--- src/hw/rtl/rwct_pkg.sv ---
`timescale 1ns / 1ps
// ----------------------------------------------------------------------------
// rwct_pkg: shared types and constants of the wall column texel generator
// Texture codes, hit kinds, side colors, register map and the command and
// status groups between controller and datapath.
// ----------------------------------------------------------------------------
package rwct_pkg;

    // Field widths fixed by the interface
    localparam int COL_W    = 10;
    localparam int ROW_W    = 6;
    localparam int ROWCNT_W = ROW_W + 1;
    localparam int KIND_W   = 2;
    localparam int SIGN_W   = 2;
    localparam int LH_W     = 16;
    localparam int WF_W     = 16;
    localparam int TSIZE_W  = 11;
    localparam int SCRH_W   = 7;
    localparam int ID_W     = 3;
    localparam int TEX_W    = 10;
    localparam int COLOR_W  = 24;
    localparam int OFF_W    = 16;
    localparam int DATA_W   = 32;
    localparam int ADDR_W   = 3;

    // Texture identifiers
    localparam logic [ID_W-1:0] TEX_WEST  = 3'd0;
    localparam logic [ID_W-1:0] TEX_EAST  = 3'd1;
    localparam logic [ID_W-1:0] TEX_NORTH = 3'd2;
    localparam logic [ID_W-1:0] TEX_SOUTH = 3'd3;
    localparam logic [ID_W-1:0] TEX_ENEMY = 3'd4;

    // Hit kinds
    localparam logic [KIND_W-1:0] KIND_WALL  = 2'd0;
    localparam logic [KIND_W-1:0] KIND_ENEMY = 2'd1;

    // Direction sign encodings (two-bit signed)
    localparam logic [SIGN_W-1:0] SIGN_POS = 2'b01;

    // Flat side colors
    localparam logic [COLOR_W-1:0] COLOR_X_POS = 24'hFF0000;
    localparam logic [COLOR_W-1:0] COLOR_X_NEG = 24'h0000FF;
    localparam logic [COLOR_W-1:0] COLOR_Y_POS = 24'hFFFF00;
    localparam logic [COLOR_W-1:0] COLOR_Y_NEG = 24'h00FF00;

    // Register map (index = byte address / 4)
    localparam logic REG_TEXTURE_SIZE  = 1'b0;
    localparam logic REG_SCREEN_HEIGHT = 1'b1;

    localparam logic [TSIZE_W-1:0] TSIZE_RESET = 11'd64;
    localparam logic [SCRH_W-1:0]  SCRH_RESET  = 7'd64;

    // Controller to datapath
    typedef struct packed {
        logic load;       // latch request fields
        logic prep;       // texture choice, run length, offset, texel_x product
        logic fix;        // finish texel_x, start step division
        logic take_step;  // latch saturated step
        logic scale;      // start position = offset * step
        logic emit;       // load output register with next row
    } cmd_t;

    // Datapath to controller
    typedef struct packed {
        logic textured;
        logic empty;
        logic div_done;
        logic out_free;
        logic last_one;
    } status_t;

endpackage

--- src/hw/rtl/rwct_div.sv ---
`timescale 1ns / 1ps
// ----------------------------------------------------------------------------
// rwct_div: restoring unsigned divider
// One quotient bit per cycle.
// ----------------------------------------------------------------------------
module rwct_div #(
    parameter int DVD_W = 27,
    parameter int DSR_W = 16
) (
    input  logic             clk,
    input  logic             rst_n,
    input  logic             start,
    input  logic [DVD_W-1:0] dividend,
    input  logic [DSR_W-1:0] divisor,
    output logic             done,
    output logic [DVD_W-1:0] quotient
);

    localparam int CNT_W = $clog2(DVD_W + 1);

    logic [DVD_W-1:0] dvd_reg, dvd_next;
    logic [DSR_W-1:0] rem_reg, rem_next;
    logic [DSR_W-1:0] dsr_reg;
    logic [CNT_W-1:0] cnt_reg;
    logic             busy_reg;
    logic             done_reg;
    logic [DSR_W:0]   trial;
    logic [DSR_W:0]   diff;

    // One restoring step
    always_comb
    begin
        trial = {rem_reg, dvd_reg[DVD_W-1]};
        diff  = trial - {1'b0, dsr_reg};
        if (trial >= {1'b0, dsr_reg})
        begin
            rem_next = diff[DSR_W-1:0];
            dvd_next = {dvd_reg[DVD_W-2:0], 1'b1};
        end
        else
        begin
            rem_next = trial[DSR_W-1:0];
            dvd_next = {dvd_reg[DVD_W-2:0], 1'b0};
        end
    end

    // Control
    always_ff @(posedge clk or negedge rst_n)
    begin
        if (!rst_n)
        begin
            busy_reg <= 1'b0;
            done_reg <= 1'b0;
            cnt_reg  <= '0;
        end
        else if (start)
        begin
            busy_reg <= 1'b1;
            done_reg <= 1'b0;
            cnt_reg  <= CNT_W'(DVD_W);
        end
        else if (busy_reg)
        begin
            cnt_reg <= cnt_reg - 1'b1;
            if (cnt_reg == CNT_W'(1))
            begin
                busy_reg <= 1'b0;
                done_reg <= 1'b1;
            end
        end
    end

    // Operands
    always_ff @(posedge clk)
    begin
        if (start)
        begin
            dvd_reg <= dividend;
            rem_reg <= '0;
            dsr_reg <= divisor;
        end
        else if (busy_reg)
        begin
            dvd_reg <= dvd_next;
            rem_reg <= rem_next;
        end
    end

    assign done     = done_reg;
    assign quotient = dvd_reg;

endmodule

--- src/hw/rtl/rwct_dpath.sv ---
`timescale 1ns / 1ps
// ----------------------------------------------------------------------------
// rwct_dpath: column datapath
// Holds the request, picks the texture, computes texel_x, step, start
// position and steps the texture position row by row into the output register.
// ----------------------------------------------------------------------------
module rwct_dpath #(
    parameter int MAX_ROWS  = 64,
    parameter int FRAC_BITS = 16
) (
    input  logic                                 clk,
    input  logic                                 rst_n,
    input  rwct_pkg::cmd_t                       cmd,
    output rwct_pkg::status_t                    status,
    // configuration
    input  logic [rwct_pkg::TSIZE_W-1:0]         texture_size,
    input  logic [rwct_pkg::SCRH_W-1:0]          screen_height,
    // request fields
    input  logic [rwct_pkg::COL_W-1:0]           column,
    input  logic                                 hit_side,
    input  logic signed [rwct_pkg::SIGN_W-1:0]   ray_x_sign,
    input  logic signed [rwct_pkg::SIGN_W-1:0]   ray_y_sign,
    input  logic                                 step_x_positive,
    input  logic                                 step_y_positive,
    input  logic [rwct_pkg::KIND_W-1:0]          hit_kind,
    input  logic [rwct_pkg::LH_W-1:0]            wall_height,
    input  logic [rwct_pkg::ROW_W-1:0]           row_start,
    input  logic [rwct_pkg::ROW_W-1:0]           row_end,
    input  logic [rwct_pkg::WF_W-1:0]            wall_fraction,
    // result channel
    output logic                                 out_valid,
    input  logic                                 out_ready,
    output logic [rwct_pkg::COL_W-1:0]           out_column,
    output logic [rwct_pkg::ROW_W-1:0]           out_row,
    output logic                                 flat_fill,
    output logic [rwct_pkg::ID_W-1:0]            texture_id,
    output logic [rwct_pkg::TEX_W-1:0]           texel_x,
    output logic [rwct_pkg::TEX_W-1:0]           texel_y,
    output logic [rwct_pkg::COLOR_W-1:0]         flat_color,
    output logic                                 last_pixel
);

    localparam int POS_W   = rwct_pkg::TEX_W + FRAC_BITS;
    localparam int DVD_W   = rwct_pkg::TSIZE_W + FRAC_BITS;
    localparam int CNT_W   = $clog2(MAX_ROWS + 1);
    localparam int PROD_W  = rwct_pkg::WF_W + rwct_pkg::TSIZE_W;
    localparam int SCALE_W = rwct_pkg::OFF_W + POS_W;
    localparam logic [rwct_pkg::ROWCNT_W-1:0] MAX_CNT = rwct_pkg::ROWCNT_W'(MAX_ROWS);

    // Request registers
    logic [rwct_pkg::COL_W-1:0]  col_reg;
    logic                        side_reg;
    logic [rwct_pkg::SIGN_W-1:0] rx_reg, ry_reg;
    logic                        spx_reg, spy_reg;
    logic [rwct_pkg::KIND_W-1:0] kind_reg;
    logic [rwct_pkg::LH_W-1:0]   lh_reg;
    logic [rwct_pkg::ROW_W-1:0]  rs_reg, re_reg;
    logic [rwct_pkg::WF_W-1:0]   wf_reg;

    // Column setup registers
    logic                         textured_reg;
    logic                         mirror_reg;
    logic [rwct_pkg::ID_W-1:0]    id_reg;
    logic [rwct_pkg::COLOR_W-1:0] color_reg;
    logic [rwct_pkg::OFF_W-1:0]   offset_reg;
    logic [PROD_W-1:0]            prod_reg;
    logic [rwct_pkg::TEX_W-1:0]   lim_reg;
    logic [rwct_pkg::TEX_W-1:0]   tx_reg;
    logic [POS_W-1:0]             step_reg;
    logic [POS_W-1:0]             pos_reg;
    logic [rwct_pkg::ROW_W-1:0]   row_reg;
    logic [CNT_W-1:0]             left_reg;

    // Output register
    logic                         ov_reg;
    logic [rwct_pkg::COL_W-1:0]   o_col_reg;
    logic [rwct_pkg::ROW_W-1:0]   o_row_reg;
    logic                         o_flat_reg;
    logic [rwct_pkg::ID_W-1:0]    o_id_reg;
    logic [rwct_pkg::TEX_W-1:0]   o_tx_reg;
    logic [rwct_pkg::TEX_W-1:0]   o_ty_reg;
    logic [rwct_pkg::COLOR_W-1:0] o_color_reg;
    logic                         o_last_reg;

    // Setup logic
    logic                          rx_pos, rx_neg, ry_pos, ry_neg;
    logic                          tex_sel;
    logic [rwct_pkg::ID_W-1:0]     id_sel;
    logic [rwct_pkg::COLOR_W-1:0]  color_sel;
    logic [rwct_pkg::ROWCNT_W-1:0] cnt_raw;
    logic [CNT_W-1:0]              cnt_sel;
    logic [rwct_pkg::OFF_W-1:0]    base_pos;
    logic [rwct_pkg::OFF_W-1:0]    half_h;
    logic [rwct_pkg::OFF_W-1:0]    off_sel;
    logic [rwct_pkg::TSIZE_W-1:0]  lim_full;
    logic [rwct_pkg::TEX_W-1:0]    lim_sel;

    // texel_x finish
    logic [rwct_pkg::TSIZE_W-1:0]  tx_raw;
    logic [rwct_pkg::TSIZE_W-1:0]  tx_mir;
    logic [rwct_pkg::TEX_W-1:0]    tx_sel;

    // Division, scaling, stepping
    logic [DVD_W-1:0]              div_q;
    logic                          div_done;
    logic [DVD_W-1:0]              dividend;
    logic [rwct_pkg::LH_W-1:0]     divisor;
    logic [POS_W-1:0]              step_sat;
    logic [SCALE_W-1:0]            scaled;
    logic [POS_W-1:0]              pos_start;
    logic [POS_W:0]                pos_sum;
    logic [POS_W-1:0]              pos_adv;
    logic [rwct_pkg::TEX_W-1:0]    ty_raw;
    logic [rwct_pkg::TEX_W-1:0]    ty_sel;

    // Texture choice, flat color, run length, start offset, texel limit
    always_comb
    begin
        rx_pos  = (rx_reg == rwct_pkg::SIGN_POS);
        rx_neg  = rx_reg[rwct_pkg::SIGN_W-1];
        ry_pos  = (ry_reg == rwct_pkg::SIGN_POS);
        ry_neg  = ry_reg[rwct_pkg::SIGN_W-1];
        tex_sel = 1'b0;
        id_sel  = rwct_pkg::TEX_WEST;
        if (kind_reg == rwct_pkg::KIND_WALL)
        begin
            if (!side_reg && rx_pos)
            begin
                tex_sel = 1'b1;
                id_sel  = rwct_pkg::TEX_WEST;
            end
            else if (!side_reg && rx_neg)
            begin
                tex_sel = 1'b1;
                id_sel  = rwct_pkg::TEX_EAST;
            end
            else if (side_reg && ry_pos)
            begin
                tex_sel = 1'b1;
                id_sel  = rwct_pkg::TEX_NORTH;
            end
            else if (side_reg && ry_neg)
            begin
                tex_sel = 1'b1;
                id_sel  = rwct_pkg::TEX_SOUTH;
            end
        end
        else if (kind_reg == rwct_pkg::KIND_ENEMY)
        begin
            tex_sel = 1'b1;
            id_sel  = rwct_pkg::TEX_ENEMY;
        end

        if (!side_reg)
            color_sel = spx_reg ? rwct_pkg::COLOR_X_POS : rwct_pkg::COLOR_X_NEG;
        else
            color_sel = spy_reg ? rwct_pkg::COLOR_Y_POS : rwct_pkg::COLOR_Y_NEG;

        // textured runs are inclusive of row_end, flat runs are not
        if (tex_sel)
            cnt_raw = (re_reg >= rs_reg)
                    ? rwct_pkg::ROWCNT_W'(re_reg) - rwct_pkg::ROWCNT_W'(rs_reg) + 1'b1
                    : '0;
        else
            cnt_raw = (re_reg > rs_reg)
                    ? rwct_pkg::ROWCNT_W'(re_reg) - rwct_pkg::ROWCNT_W'(rs_reg)
                    : '0;
        cnt_sel = (cnt_raw > MAX_CNT) ? CNT_W'(MAX_ROWS) : CNT_W'(cnt_raw);

        // offset = row_start + lh/2 - screen_height/2, floored at zero
        base_pos = rwct_pkg::OFF_W'(rs_reg) + rwct_pkg::OFF_W'(lh_reg[rwct_pkg::LH_W-1:1]);
        half_h   = rwct_pkg::OFF_W'(screen_height[rwct_pkg::SCRH_W-1:1]);
        off_sel  = (base_pos > half_h) ? base_pos - half_h : '0;

        // texel limit: texture_size - 1, at most 1023, zero for an empty texture
        lim_full = (texture_size == '0) ? '0 : texture_size - 1'b1;
        lim_sel  = (lim_full > rwct_pkg::TSIZE_W'({rwct_pkg::TEX_W{1'b1}}))
                 ? {rwct_pkg::TEX_W{1'b1}} : lim_full[rwct_pkg::TEX_W-1:0];
    end

    // texel_x: mirror then clamp
    always_comb
    begin
        tx_raw = prod_reg[PROD_W-1:rwct_pkg::WF_W];
        if (mirror_reg)
            tx_mir = (texture_size > tx_raw) ? texture_size - 1'b1 - tx_raw : '0;
        else
            tx_mir = tx_raw;
        tx_sel = (tx_mir > rwct_pkg::TSIZE_W'(lim_reg)) ? lim_reg
               : tx_mir[rwct_pkg::TEX_W-1:0];
    end

    // Step division operands
    assign dividend = {texture_size, {FRAC_BITS{1'b0}}};
    assign divisor  = (lh_reg == '0) ? rwct_pkg::LH_W'(1) : lh_reg;

    rwct_div #(
        .DVD_W (DVD_W),
        .DSR_W (rwct_pkg::LH_W)
    ) u_div (
        .clk      (clk),
        .rst_n    (rst_n),
        .start    (cmd.fix),
        .dividend (dividend),
        .divisor  (divisor),
        .done     (div_done),
        .quotient (div_q)
    );

    // Saturations of step, start position and per-row advance
    always_comb
    begin
        step_sat  = (div_q[DVD_W-1:POS_W] != '0) ? {POS_W{1'b1}} : div_q[POS_W-1:0];
        scaled    = SCALE_W'(offset_reg) * SCALE_W'(step_reg);
        pos_start = (scaled[SCALE_W-1:POS_W] != '0) ? {POS_W{1'b1}} : scaled[POS_W-1:0];
        pos_sum   = {1'b0, pos_reg} + {1'b0, step_reg};
        pos_adv   = pos_sum[POS_W] ? {POS_W{1'b1}} : pos_sum[POS_W-1:0];
        ty_raw    = pos_reg[POS_W-1:FRAC_BITS];
        ty_sel    = (ty_raw > lim_reg) ? lim_reg : ty_raw;
    end

    // Request and setup registers
    always_ff @(posedge clk)
    begin
        if (cmd.load)
        begin
            col_reg  <= column;
            side_reg <= hit_side;
            rx_reg   <= ray_x_sign;
            ry_reg   <= ray_y_sign;
            spx_reg  <= step_x_positive;
            spy_reg  <= step_y_positive;
            kind_reg <= hit_kind;
            lh_reg   <= wall_height;
            rs_reg   <= row_start;
            re_reg   <= row_end;
            wf_reg   <= wall_fraction;
        end
        if (cmd.prep)
        begin
            textured_reg <= tex_sel;
            mirror_reg   <= (!side_reg && rx_pos) || (side_reg && ry_neg);
            id_reg       <= id_sel;
            color_reg    <= color_sel;
            offset_reg   <= off_sel;
            prod_reg     <= PROD_W'(wf_reg) * PROD_W'(texture_size);
            lim_reg      <= lim_sel;
            row_reg      <= rs_reg;
            left_reg     <= cnt_sel;
        end
        if (cmd.fix)
            tx_reg <= tx_sel;
        if (cmd.take_step)
            step_reg <= step_sat;
        if (cmd.scale)
            pos_reg <= pos_start;
        if (cmd.emit)
        begin
            row_reg  <= row_reg + 1'b1;
            left_reg <= left_reg - 1'b1;
            pos_reg  <= pos_adv;
        end
    end

    // Output register payload
    always_ff @(posedge clk)
    begin
        if (cmd.emit)
        begin
            o_col_reg   <= col_reg;
            o_row_reg   <= row_reg;
            o_flat_reg  <= !textured_reg;
            o_id_reg    <= textured_reg ? id_reg : '0;
            o_tx_reg    <= textured_reg ? tx_reg : '0;
            o_ty_reg    <= textured_reg ? ty_sel : '0;
            o_color_reg <= textured_reg ? '0 : color_reg;
            o_last_reg  <= (left_reg == CNT_W'(1));
        end
    end

    // Output valid
    always_ff @(posedge clk or negedge rst_n)
    begin
        if (!rst_n)
            ov_reg <= 1'b0;
        else if (cmd.emit)
            ov_reg <= 1'b1;
        else if (out_ready)
            ov_reg <= 1'b0;
    end

    assign status.textured = textured_reg;
    assign status.empty    = (left_reg == '0);
    assign status.div_done = div_done;
    assign status.out_free = !ov_reg || out_ready;
    assign status.last_one = (left_reg == CNT_W'(1));

    assign out_valid  = ov_reg;
    assign out_column = o_col_reg;
    assign out_row    = o_row_reg;
    assign flat_fill  = o_flat_reg;
    assign texture_id = o_id_reg;
    assign texel_x    = o_tx_reg;
    assign texel_y    = o_ty_reg;
    assign flat_color = o_color_reg;
    assign last_pixel = o_last_reg;

endmodule

--- src/hw/rtl/rwct_ctrl.sv ---
`timescale 1ns / 1ps
// ----------------------------------------------------------------------------
// rwct_ctrl: column sequencer
// Steps each request through setup, step division and start scaling (textured
// columns only) and the per-row emit loop.
// ----------------------------------------------------------------------------
module rwct_ctrl (
    input  logic               clk,
    input  logic               rst_n,
    input  logic               in_valid,
    output logic               in_ready,
    input  rwct_pkg::status_t  status,
    output rwct_pkg::cmd_t     cmd
);

    typedef enum logic [2:0] {
        ST_IDLE,
        ST_PREP,
        ST_FIX,
        ST_DIVW,
        ST_SCALE,
        ST_EMIT
    } state_t;

    state_t state_reg, state_next;

    // Next state and commands
    always_comb
    begin
        state_next = state_reg;
        cmd        = '0;
        in_ready   = 1'b0;
        unique case (state_reg)
            ST_IDLE:
            begin
                in_ready = 1'b1;
                if (in_valid)
                begin
                    cmd.load   = 1'b1;
                    state_next = ST_PREP;
                end
            end
            ST_PREP:
            begin
                cmd.prep   = 1'b1;
                state_next = ST_FIX;
            end
            ST_FIX:
            begin
                cmd.fix = 1'b1;
                priority if (status.empty)
                    state_next = ST_IDLE;
                else if (status.textured)
                    state_next = ST_DIVW;
                else
                    state_next = ST_EMIT;
            end
            ST_DIVW:
            begin
                if (status.div_done)
                begin
                    cmd.take_step = 1'b1;
                    state_next    = ST_SCALE;
                end
            end
            ST_SCALE:
            begin
                cmd.scale  = 1'b1;
                state_next = ST_EMIT;
            end
            ST_EMIT:
            begin
                if (status.out_free)
                begin
                    cmd.emit = 1'b1;
                    if (status.last_one)
                        state_next = ST_IDLE;
                end
            end
            default:
            begin
                state_next = ST_IDLE;
            end
        endcase
    end

    // State register
    always_ff @(posedge clk or negedge rst_n)
    begin
        if (!rst_n)
            state_reg <= ST_IDLE;
        else
            state_reg <= state_next;
    end

endmodule

--- src/hw/rtl/raycast_wall_column_texel_gen.sv ---
`timescale 1ns / 1ps
// ----------------------------------------------------------------------------
// raycast_wall_column_texel_gen: textured wall column texel address generator
// Takes one cast column per request and emits one texel address (or flat
// side color) per drawn row.
// ----------------------------------------------------------------------------
//  Channel   Signals                          Direction  Moves
//  in        in_valid / in_ready + fields     sink       one column request
//  out       out_valid / out_ready + fields   source     one row result
//  cfg       psel/penable/pwrite/paddr/...    slave      register access
//
//  Sequence: accept, setup (prep and fix), then for textured columns the
//  bit-serial step divider, the step latch and start scaling, then one row
//  per cycle while out_ready does not stall the output register. Flat
//  columns skip the divider, which sets the per-column overhead.
//  Reset: rst_n asynchronous; registers return to texture_size 64 and
//  screen_height 64. A new request is taken while the final row still waits
//  in the output register; a stalled out_ready holds the row loop.
// ----------------------------------------------------------------------------
module raycast_wall_column_texel_gen #(
    parameter int MAX_ROWS  = 64,
    parameter int FRAC_BITS = 16
) (
    input  logic                                clk,
    input  logic                                rst_n,
    // request channel
    input  logic                                in_valid,
    output logic                                in_ready,
    input  logic [rwct_pkg::COL_W-1:0]          column,
    input  logic                                hit_side,
    input  logic signed [rwct_pkg::SIGN_W-1:0]  ray_x_sign,
    input  logic signed [rwct_pkg::SIGN_W-1:0]  ray_y_sign,
    input  logic                                step_x_positive,
    input  logic                                step_y_positive,
    input  logic [rwct_pkg::KIND_W-1:0]         hit_kind,
    input  logic [rwct_pkg::LH_W-1:0]           wall_height,
    input  logic [rwct_pkg::ROW_W-1:0]          row_start,
    input  logic [rwct_pkg::ROW_W-1:0]          row_end,
    input  logic [rwct_pkg::WF_W-1:0]           wall_fraction,
    // result channel
    output logic                                out_valid,
    input  logic                                out_ready,
    output logic [rwct_pkg::COL_W-1:0]          out_column,
    output logic [rwct_pkg::ROW_W-1:0]          out_row,
    output logic                                flat_fill,
    output logic [rwct_pkg::ID_W-1:0]           texture_id,
    output logic [rwct_pkg::TEX_W-1:0]          texel_x,
    output logic [rwct_pkg::TEX_W-1:0]          texel_y,
    output logic [rwct_pkg::COLOR_W-1:0]        flat_color,
    output logic                                last_pixel,
    // configuration port
    input  logic                                psel,
    input  logic                                penable,
    input  logic                                pwrite,
    input  logic [rwct_pkg::ADDR_W-1:0]         paddr,
    input  logic [rwct_pkg::DATA_W-1:0]         pwdata,
    output logic [rwct_pkg::DATA_W-1:0]         prdata,
    output logic                                pready
);

    logic [rwct_pkg::TSIZE_W-1:0] tsize_reg;
    logic [rwct_pkg::SCRH_W-1:0]  scrh_reg;
    logic                         reg_sel;
    rwct_pkg::cmd_t               cmd;
    rwct_pkg::status_t            status;

    // Register decode on the word address bit
    assign reg_sel = paddr[2];
    assign pready  = 1'b1;

    always_ff @(posedge clk or negedge rst_n)
    begin
        if (!rst_n)
        begin
            tsize_reg <= rwct_pkg::TSIZE_RESET;
            scrh_reg  <= rwct_pkg::SCRH_RESET;
        end
        else if (psel && penable && pwrite)
        begin
            unique case (reg_sel)
                rwct_pkg::REG_TEXTURE_SIZE:  tsize_reg <= pwdata[rwct_pkg::TSIZE_W-1:0];
                rwct_pkg::REG_SCREEN_HEIGHT: scrh_reg  <= pwdata[rwct_pkg::SCRH_W-1:0];
                default:                     tsize_reg <= tsize_reg;
            endcase
        end
    end

    // Read mux
    always_comb
    begin
        unique case (reg_sel)
            rwct_pkg::REG_TEXTURE_SIZE:  prdata = rwct_pkg::DATA_W'(tsize_reg);
            rwct_pkg::REG_SCREEN_HEIGHT: prdata = rwct_pkg::DATA_W'(scrh_reg);
            default:                     prdata = '0;
        endcase
    end

    rwct_ctrl u_ctrl (
        .clk      (clk),
        .rst_n    (rst_n),
        .in_valid (in_valid),
        .in_ready (in_ready),
        .status   (status),
        .cmd      (cmd)
    );

    rwct_dpath #(
        .MAX_ROWS  (MAX_ROWS),
        .FRAC_BITS (FRAC_BITS)
    ) u_dpath (
        .clk             (clk),
        .rst_n           (rst_n),
        .cmd             (cmd),
        .status          (status),
        .texture_size    (tsize_reg),
        .screen_height   (scrh_reg),
        .column          (column),
        .hit_side        (hit_side),
        .ray_x_sign      (ray_x_sign),
        .ray_y_sign      (ray_y_sign),
        .step_x_positive (step_x_positive),
        .step_y_positive (step_y_positive),
        .hit_kind        (hit_kind),
        .wall_height     (wall_height),
        .row_start       (row_start),
        .row_end         (row_end),
        .wall_fraction   (wall_fraction),
        .out_valid       (out_valid),
        .out_ready       (out_ready),
        .out_column      (out_column),
        .out_row         (out_row),
        .flat_fill       (flat_fill),
        .texture_id      (texture_id),
        .texel_x         (texel_x),
        .texel_y         (texel_y),
        .flat_color      (flat_color),
        .last_pixel      (last_pixel)
    );

endmodule
--- config.mk ---
export PLATFORM = sky130hd
export DESIGN_NAME = raycast_wall_column_texel_gen
export DESIGN_NICKNAME = d
export VERILOG_FILES = /design/src/hw/rtl/rwct_pkg.sv /design/src/hw/rtl/rwct_div.sv /design/src/hw/rtl/rwct_dpath.sv /design/src/hw/rtl/rwct_ctrl.sv /design/src/hw/rtl/raycast_wall_column_texel_gen.sv
export SDC_FILE = /design/constraint.sdc
export NUM_CORES = 2
export LEC_CHECK = 0
export BUFFER_PORTS_ARGS = -buffer_cell sky130_fd_sc_hd__clkbuf_2
export CAP_MARGIN = 40
export CORE_ASPECT_RATIO = 0.7
export CORE_UTILIZATION = 55
export DETAILED_ROUTE_END_ITERATION = 8
export GPL_TIMING_DRIVEN = 0
export PLACE_DENSITY = 0.77
export SLEW_MARGIN = 20
export SYNTH_ARGS = -nofsm -noshare
export SYNTH_HDL_FRONTEND = slang
export SYNTH_SLANG_ARGS = --single-unit
--- constraint.sdc ---
create_clock -name clk -period 9.15 [get_ports clk]
set_input_delay 0 -clock clk [delete_from_list [all_inputs] [get_ports clk]]
set_output_delay 0 -clock clk [all_outputs]
set_load 0.1 [all_outputs]
==> out/summary.txt <==
Outcome -> completed
Clock sink total -> 315
Cell area after synthesis -> 0.0356 mm2
Area Overhead vs Synth -> 10.9%
Routed len/inst -> 20.1 um
CORE AREA -> 0.0636 mm2
Via density -> 5.72
Ys async rst share -> 9.21%
Initial antenna violation count -> 5
Vias in the first global route -> 26,961
Period minus WS final -> 8.76 ns
XOR/XNOR Fraction of Synth Area -> 3.32%
Synth Area in Compound Gates -> 8.52%
Largest family of logic cells by synthesized area -> adder cells
Largest net degree at the start of global routing -> 50
Die X -> 306 um
Maximum capacitance violations -> 0
Die area -> 0.0658 mm2
Syn_area_per_cell -> 9.78 um2
WL final -> 96.4 mm
Synth Area in Simple Gates -> 15.7%
Synth Area in Adders -> 36.1%
Top Ports -> 205
Hold Fails Final Rpt -> 0
NumNets Final -> 4,792
H-Tree Depth -> 1
Hold crit path type -> in2reg
Synth unique cells -> 93
Setup ws final -> 0.392 ns
GP Congestion -> 0.982
Delay of the slowest cell on the worst path -> 0.78 ns
Final ANT Viol Nets -> 0
Grt ovf -> 0
Num CTS Buffers -> 28
Clock Pin Slew Worst Setup and Hold Paths -> 0.07 ns
Pre-CTS setup slack -> 0.768 ns
Resized cells post-CTS -> 0
Unrepaired setup endpoints after global routing -> no
Cell mode on critical path -> fa_1
CTS Root Cell -> clkbuf_16
Drt pass-1 iters -> 6
Max reg flops -> 27
Synth Flop Type -> edfxtp_1
Synth Register Bits -> 315
Post-synthesis sequential area ratio -> 25.3%
# hold bufs at CTS -> 83
Initial drt markers -> 2,602
CP startpoint kind -> flip-flop
Crit path required time -> 9.47 ns
Die Height -> 215 um
Setup violations, final -> 0
Worst-path maximum fanout -> 10
Tcrit/Tclk final -> 95.7%
Multiplexer area fraction after synthesis -> 2.12%
Worst-case hold slack -> 0.0340 ns
Via count -> 27,403
Layout cell share with drive strength beyond 1 -> 9.04%
Final setup TNS -> 0 ns
IO buf count -> 158
Later-pin clock latency in the skew report -> 0.61 ns
Number of synthesized flops with an enable pin -> 254
First-pass GRT wire length -> 152 mm
Data arrival, critical path -> 9.08 ns
F_max -> 0.114 GHz
Crit. End Element -> flip-flop
Final Slew Violations -> 0
GR Util All Layers -> 29.6%
Placed wire-length estimate -> 75.6 mm
Setup CP Type -> reg2reg
Slowest stage cell, crit path -> edfxtp_1
Number of setup buffers added after CTS -> 0
Yosys warning total -> 0
Slew headroom -> 37.8%
CTS max path bufs -> 3
Cell Chain, Critical Path -> clkbuf_1, nand2_1, fa_1, fa_1, fa_1, inv_1, fa_1, fa_1, inv_1, fa_1, inv_1, ha_1, buf_2, nand4_1, o2111a_1, o21ai_0, a31oi_1, a31oi_4, a31oi_4, xnor2_1, nor4_4, nand4_4, buf_6, o22a_1
Post-synthesis cell count -> 3,639
CTS tree -> yes
Clock Skew -> 0.0488 ns
Starting density of the core -> 56.0%
Measured slew at the worst slew-check pin -> 0.933 ns
Drt drc -> 0
# rows -> 77
-- synth_stat cells (15+ instances only) --
cell type / number / share of area [%]
o22a_1: 26 / 0.64
nand3_1: 35 / 0.49
mux2i_1: 37 / 1.0
xnor2_1: 90 / 2.2
xor2_1: 45 / 1.1
inv_1: 571 / 6.0
a31oi_1: 16 / 0.28
fa_1: 464 / 26
nand4_1: 32 / 0.56
nand2_1: 421 / 4.4
and2_1: 306 / 5.4
nor2_1: 144 / 1.5
nand2b_1: 16 / 0.28
or3_1: 16 / 0.28
nor3_1: 42 / 0.59
or2_2: 32 / 0.56
dfrtp_1: 27 / 1.9
ha_1: 284 / 10
dfxtp_1: 32 / 1.8
buf_4: 46 / 0.97
o21ai_0: 90 / 1.3
clkbuf_1: 155 / 1.6
a21oi_1: 122 / 1.7
edfxtp_1: 254 / 21
a211oi_1: 19 / 0.40
o21a_1: 15 / 0.32
nor2b_1: 36 / 0.63
mux2_2: 26 / 0.82
a21o_1: 46 / 0.97
-- metrics by stage --
| stage | instances | util, % | instance area, um2 |
|---|---|---|---|
| after floorplan | 3659 | - | 35700 |
| after global placement | 4646 | 59.0 | 37500 |
| after detailed placement | 4653 | 59.3 | 37700 |
| after CTS | 4787 | 62.0 | 39500 |
| after global routing | 4789 | 62.1 | 39500 |
| final | 4793 | 62.1 | 39500 |
-- final timing paths --
kind / from / cells after the start / slack [ns] / end
max: u_dpath.offset_reg[3] / 24 / 0.39 / u_dpath.pos_reg[17]
min: pwrite / 3 / 0.03 / scrh_reg[1]
max reg2reg: u_dpath.offset_reg[3] / 24 / 0.39 / u_dpath.pos_reg[17]
min reg2reg: u_dpath.col_reg[6] / 0 / 0.42 / u_dpath.out_column[6]
max in group asynchronous: rst_n / 4 / 8.40 / tsize_reg[6]
min in group asynchronous: rst_n / 3 / 0.29 / scrh_reg[4]
-- logic make-up after synthesis --
| logic type | Yosys count |
|---|---|
| simple gates | 1123 |
| buf+inv | 789 |
| fa+ha+maj | 750 |
| compound gates | 454 |
| flops | 315 |
| xor+xnor | 135 |
| mux | 71 |
| other cells | 2 |
-- placed cells by master, fill, tap and decap left out, types with 37 or more instances in the layout --
cell           netlist  routed
nor2_1             144     142
o21ai_0             90      89
xor2_1              45      45
xnor2_1             90      90
buf_4               46      47
nand2_1            421     421
mux2i_1             37      37
edfxtp_1           254     254
a21oi_1            122     121
ha_1               284     284
fa_1               464     464
and2_1             306     305
clkbuf_1           155     161
clkbuf_2             0     159
dlygate4sd3_1        0      84
a21o_1              46      46
inv_1              571     571
nor3_1              42      42
-- layout make-up --
type | instances | area [um2]
inverters | 571 | 2140
flip-flops and latches | 315 | 9000
diodes | 4 | 10.0
clock inverters | 12 | 138
repair buffers | 250 | 1800
fillers | 5146 | 24100
clock buffers | 39 | 795
plain buffers | 218 | 1030
multi-input cells | 2555 | 23500
well taps | 829 | 1040
-- critical path, delay by kind of cell, from the launching register on --
kind | cells | cell delay [ns]
compound gates | 6 | 1.70
xor+xnor | 1 | 0.17
fa+ha+maj | 7 | 3.31
buf+inv | 6 | 1.42
flops | 1 | 0.78
simple gates | 4 | 1.07
-- routing by layer --
layer | vias up | GRT usage [%] | part of all wire (%)
li1 | 12280 | - | -
met1 | 13553 | 46.0 | 45
met2 | 1407 | 42.1 | 41
met3 | 163 | 6.97 | 12
met4 | 0 | 5.58 | 2.2
met5 | - | 0 | 0
Power is left out: the tool's default activity adds up to more than one toggle a clock period on the data nets, which glitch-free logic cannot reach.
